<file path="config.mk">
export PLATFORM = sky130hd
export DESIGN_NAME = las_ctrl
export DESIGN_NICKNAME = d
export VERILOG_FILES = /design/src/rtl/las_pkg.sv /design/src/rtl/las_ctrl.sv
export SDC_FILE = /design/constraint.sdc
export NUM_CORES = 1
export LEC_CHECK = 0
export ABC_AREA = 1
export BUFFER_PORTS_ARGS = -buffer_cell sky130_fd_sc_hd__buf_2
export CAP_MARGIN = 15
export CELL_PAD_IN_SITES_DETAIL_PLACEMENT = 1
export CELL_PAD_IN_SITES_GLOBAL_PLACEMENT = 1
export CORE_AREA = 4 4 41 43
export DETAILED_ROUTE_END_ITERATION = 10
export DIE_AREA = 0 0 45 47
export HOLD_SLACK_MARGIN = 0.12
export PLACE_DENSITY = 0.57
export SLEW_MARGIN = 15
export SYNTH_ARGS = -nofsm -noshare
export SYNTH_HDL_FRONTEND = slang
export SYNTH_SLANG_ARGS = --single-unit
export TNS_END_PERCENT = 100
</file>
<file path="constraint.sdc">
create_clock -name clk -period 3.3 [get_ports clk]
set_input_delay 0.825 -clock clk [delete_from_list [all_inputs] [get_ports clk]]
set_output_delay 0.825 -clock clk [all_outputs]
set_load 0.02 [all_outputs]
</file>
<file path="src/rtl/las_pkg.sv">
// shared types and constants for the local alignment score fill block
package las_pkg;

    localparam int QUERY_MAX_DEF = 1024;
    localparam int SYM_W         = 8;
    localparam int SCORE_W       = 15;
    localparam int ROW_W         = 16;
    localparam int COL_W         = 11;
    localparam int CFG_W         = 4;
    localparam int CFG_IDX_W     = 2;
    localparam int OUT_DATA_W    = 48;
    localparam logic [SCORE_W-1:0] SCORE_SAT = {SCORE_W{1'b1}};
    localparam logic [ROW_W-1:0]   ROW_SAT   = {ROW_W{1'b1}};

    typedef enum logic [1:0] {
        KIND_START   = 2'd0,
        KIND_QUERY   = 2'd1,
        KIND_SUBJECT = 2'd2,
        KIND_UNUSED  = 2'd3
    } kind_t;

    typedef enum logic [1:0] {
        REG_MATCH    = 2'd0,
        REG_MISMATCH = 2'd1,
        REG_GAP      = 2'd2,
        REG_NONE     = 2'd3
    } cfg_idx_t;

    typedef enum logic [1:0] {
        ST_IDLE,
        ST_ROW,
        ST_DRAIN,
        ST_FIN
    } state_t;

    typedef struct packed {
        logic clear;
        logic append;
        logic row_start;
        logic issue;
        logic finish;
        logic load_out;
    } cmd_t;

    typedef struct packed {
        logic qlen_zero;
        logic issue_done;
        logic last_flag;
        logic out_valid;
    } status_t;

endpackage

</file>
<file path="src/rtl/las_ctrl.sv">
// controller state machine sequencing rows over the query columns
module las_ctrl
    import las_pkg::*;
(
    input  logic    clk,
    input  logic    rst_n,
    input  logic    s_tvalid,
    input  logic [1:0] s_kind,
    input  logic    m_tready,
    input  status_t stat,
    output logic    s_tready,
    output cmd_t    cmd
);

    state_t state_reg, state_next;
    logic   take;

    assign take = s_tvalid && s_tready;

    always_ff @(posedge clk or negedge rst_n)
    begin
        if (!rst_n)
        begin
            state_reg <= ST_IDLE;
        end
        else
        begin
            state_reg <= state_next;
        end
    end

    always_comb
    begin
        state_next = state_reg;
        unique case (state_reg)
            ST_IDLE:
            begin
                if (take && s_kind == KIND_SUBJECT)
                begin
                    state_next = stat.qlen_zero ? ST_FIN : ST_ROW;
                end
            end
            ST_ROW:
            begin
                if (stat.issue_done)
                begin
                    state_next = ST_DRAIN;
                end
            end
            ST_DRAIN: state_next = ST_FIN;
            ST_FIN:
            begin
                if (!stat.last_flag || !stat.out_valid || m_tready)
                begin
                    state_next = ST_IDLE;
                end
            end
            default: state_next = ST_IDLE;
        endcase
    end

    always_comb
    begin
        s_tready = 1'b0;
        cmd      = '0;
        unique case (state_reg)
            ST_IDLE:
            begin
                s_tready      = 1'b1;
                cmd.clear     = take && s_kind == KIND_START;
                cmd.append    = take && s_kind == KIND_QUERY;
                cmd.row_start = take && s_kind == KIND_SUBJECT;
            end
            ST_ROW:   cmd.issue = 1'b1;
            ST_DRAIN: cmd.issue = 1'b0;
            ST_FIN:
            begin
                cmd.finish   = 1'b1;
                cmd.load_out = stat.last_flag && (!stat.out_valid || m_tready);
            end
            default: cmd = '0;
        endcase
    end

endmodule

</file>
==> metrics.md <==
| Metric | Value |
|---|---|
| Status | finished clean |
| CTS Buf Count | 3 |
| Yosys reg bits | 2 |
| Clock root cell | clkbuf_4 |
| Switching share of power | 48.7% |
| Hold Buf Count CTS | 0 |
| DP Area | 337 um^2 |
| Finish-stage setup viols | 0 |
| Post-synthesis adder-cell area fraction | 21.1% |
| Crit-path max cell delay | 400 ps |
| Synth Area in Compound Gates | 7.89% |
| Design Area, Final | 359 um^2 |
| Max Slew Vio Count | 0 |
| Syn Nets | 48 |
| Via density | 3.97 |
| Ranking of synthesized cells by area | dfrtp_1 21%, ha_1 21%, nand2_1 13% |
| Total I/O pin count | 17 |
| Post-Syn Area | 238 um^2 |
| Power share of the combinational group | 63.6% |
| Fmax | 445 MHz |
| GRT Total Usage | 6.71% |
| Final GP Congestion | 0.672 |
| Fin crit share | 68.1% |
| First-pass GRT wire length | 986 um |
| Clk_skew | 4.76 ps |
| Synth Area in Simple Gates | 40.5% |
| Internal power | 0.149 mW |
| Nets | 69 |
| PD cells | 810 mW/mm^2 |
| DRT iter0 DRCs | 3 |
| Overall die area | 0.00212 mm^2 |
| CTS tree | built |
| Part of the power in registers | 17.8% |
| Layout area overhead | 51.1% |
| Post-synthesis mux area share | 0% |
| Worst Tran Pin Value | 213 ps |
| Tot Pwr | 0.291 mW |
| WP data arrival | 1420 ps |
| Number of routed nets with antenna violations | 0 |
| Rows | 13 |
| Core Footprint | 0.00130 mm^2 |
| Starting density of the core | 18.3% |
| Drt pass-1 iters | 3 |
| CP max FO | 6 |
| Critical Path Sink Type | output port |
| Synth area leader | dfrtp_1 |
| Max cap viols | 0 |
| Slew headroom | 85.8% |
| CTS resizes | 0 |
| Vias | 270 |
| Die Width | 45 um |
| Seq/Total Area, Yosys | 21.1% |
| Longest Clk Path Bufs | 2 |
| Main combinational cell family by area after synthesis | simple AND/OR/NAND/NOR gates |
| Cells after Synth | 34 |
| Largest net degree at the start of global routing | 7 |
| Synth warnings | 0 |
| Htree depth | 1 |
| Share of cells above drive strength 1 | 43.4% |
| Port bufs | 16 |
| XOR/XNOR Fraction of Synth Area | 0% |
| GRT Residual Overflow | 0 |
| RSZ-0062 raised after global routing | false |
| P_sw | 0.142 mW |
| Hold Crit Class | in -> async |
| Avg Cell Area, Syn | 6.99 um^2 |
| Slowest CP cell | dfrtp_1 |
| Drt drc | 0 |
| Clock Latency Late Sink | 230 ps |
| Ant. Diodes | 0 |
| CP Data Required Time | 2470 ps |
| Worst path cell trace | inv_1 > ha_1 > nand2_2 > nor3_1 > buf_2 |
| LEAKAGE | 0.221 nW |
| Fin crit period | 2250 ps |
| Crit path kind | reg -> out |
| CTS sink cnt | 2 |
| Sum of negative setup slack | 0 ps |
| Routed length per instance | 8.49 um |
| Post-Route WL | 577 um |
| Setup Fix Bufs, Post-CTS | 0 |
| Vias in the first global route | 272 |
| Largest register FFs | 2 |
| Final hold vios | 0 |
| Clk slew on worst S/H paths | 30 ps |
| Synth cell types | 14 |
| Crit path launch type | flip-flop |
| Clock share of power | 18.6% |
| Worst vdd ir | 0.273 mV |
| Core Util, Final | 27.6% |
| DPL Wire Length | 509 um |
| Top cell type's share of synthesized area | 21.1% |
| Initial antenna violation count | 0 |
| Die Y-Extent | 47 um |
==> power by group through the flow <==
stage               Sequential (mW)  Combinational (mW)  Clock, mW
floorplan                    0.0487               0.146          0
global placement             0.0527               0.190          0
detailed placement           0.0525               0.191          0
CTS                          0.0524               0.192     0.0574
global route                 0.0544               0.217     0.0594
finish                       0.0519               0.185     0.0541
==> per-layer routing <==
metal	global-route usage (%)	wire (um)
met1	7.48	242
met2	10.2	278
met3	1.53	45
met4	7.02	12
met5	0	0
==> cells by family (layout without fill, tap and decap cells) <==
kind of cell / after synthesis / in the layout
and+or+nand+nor: 19 / 19
adders and majority gates: 4 / 4
AOI/OAI and AO/OA: 3 / 3
buffers and inverters: 6 / 25
DFF: 2 / 2
==> Yosys cell counts, drive strengths merged <==
cell and count:
nor2 4, nand2 10, inv 6, dfrtp 2, nand3 2, o21ai 2
a21oi 1, or2 1, nor3 2, ha 4
==> area by class of cell <==
| type | instances | area (um^2) |
|---|---|---|
| multi-input combinational | 26 | 165 |
| tap | 15 | 18.8 |
| sequential | 2 | 50.0 |
| clock buffer | 3 | 22.5 |
| fill | 175 | 942 |
| timing repair buffer | 16 | 80.1 |
| inverter | 6 | 22.5 |
==> path summary, 6_finish.rpt <==
| kind | to | slack (ps) | startpoint | cells after the start |
|---|---|---|---|---|
| worst max-delay path | cmd[4] | 1050 | state_reg[0] | 5 |
| worst min-delay path | state_reg[0] | 380 | rst_n | 1 |
| worst max register to register | state_reg[1] | 1910 | state_reg[0] | 7 |
| worst min register to register | state_reg[1] | 540 | state_reg[1] | 2 |
| max in group asynchronous | state_reg[1] | 2830 | rst_n | 1 |
| min in group clk | state_reg[1] | 540 | state_reg[1] | 2 |
==> layout by cell type (no fill, tap or decap) <==
| cell | synthesis | final |
|---|---|---|
| o21ai_0 | 1 | 1 |
| nand2_4 | 1 | 1 |
| nand2_1 | 8 | 8 |
| nor2_1 | 3 | 3 |
| inv_1 | 6 | 6 |
| ha_1 | 4 | 4 |
| dfrtp_1 | 2 | 2 |
| nor3_1 | 2 | 2 |
| nand3_1 | 2 | 2 |
| nand2_2 | 1 | 1 |
| o21ai_2 | 1 | 1 |
| clkbuf_4 | 0 | 3 |
| nor2_4 | 1 | 1 |
| a21oi_1 | 1 | 1 |
| buf_2 | 0 | 16 |
| or2_1 | 1 | 1 |
==> critical path, delay by kind of cell (launching register included) <==
family / cells / cell delay (ps)
AND/OR/NAND/NOR: 2 / 240
buffers and inverters: 2 / 280
flip-flops: 1 / 400
adder cells (fa/ha/maj): 1 / 270
==> through the flow <==
stage | setup WS, ps | hold slack [ps] | std cells
2_1_floorplan | 1050 | 490 | 34
4_1_cts | 1030 | 367 | 68
6_report | 1050 | 376 | 68
3_5_place_dp | 1140 | 547 | 65
5_1_grt | 867 | 363 | 68
3_3_place_gp | 1150 | 549 | 65
(Power assumes the default switching activity.)
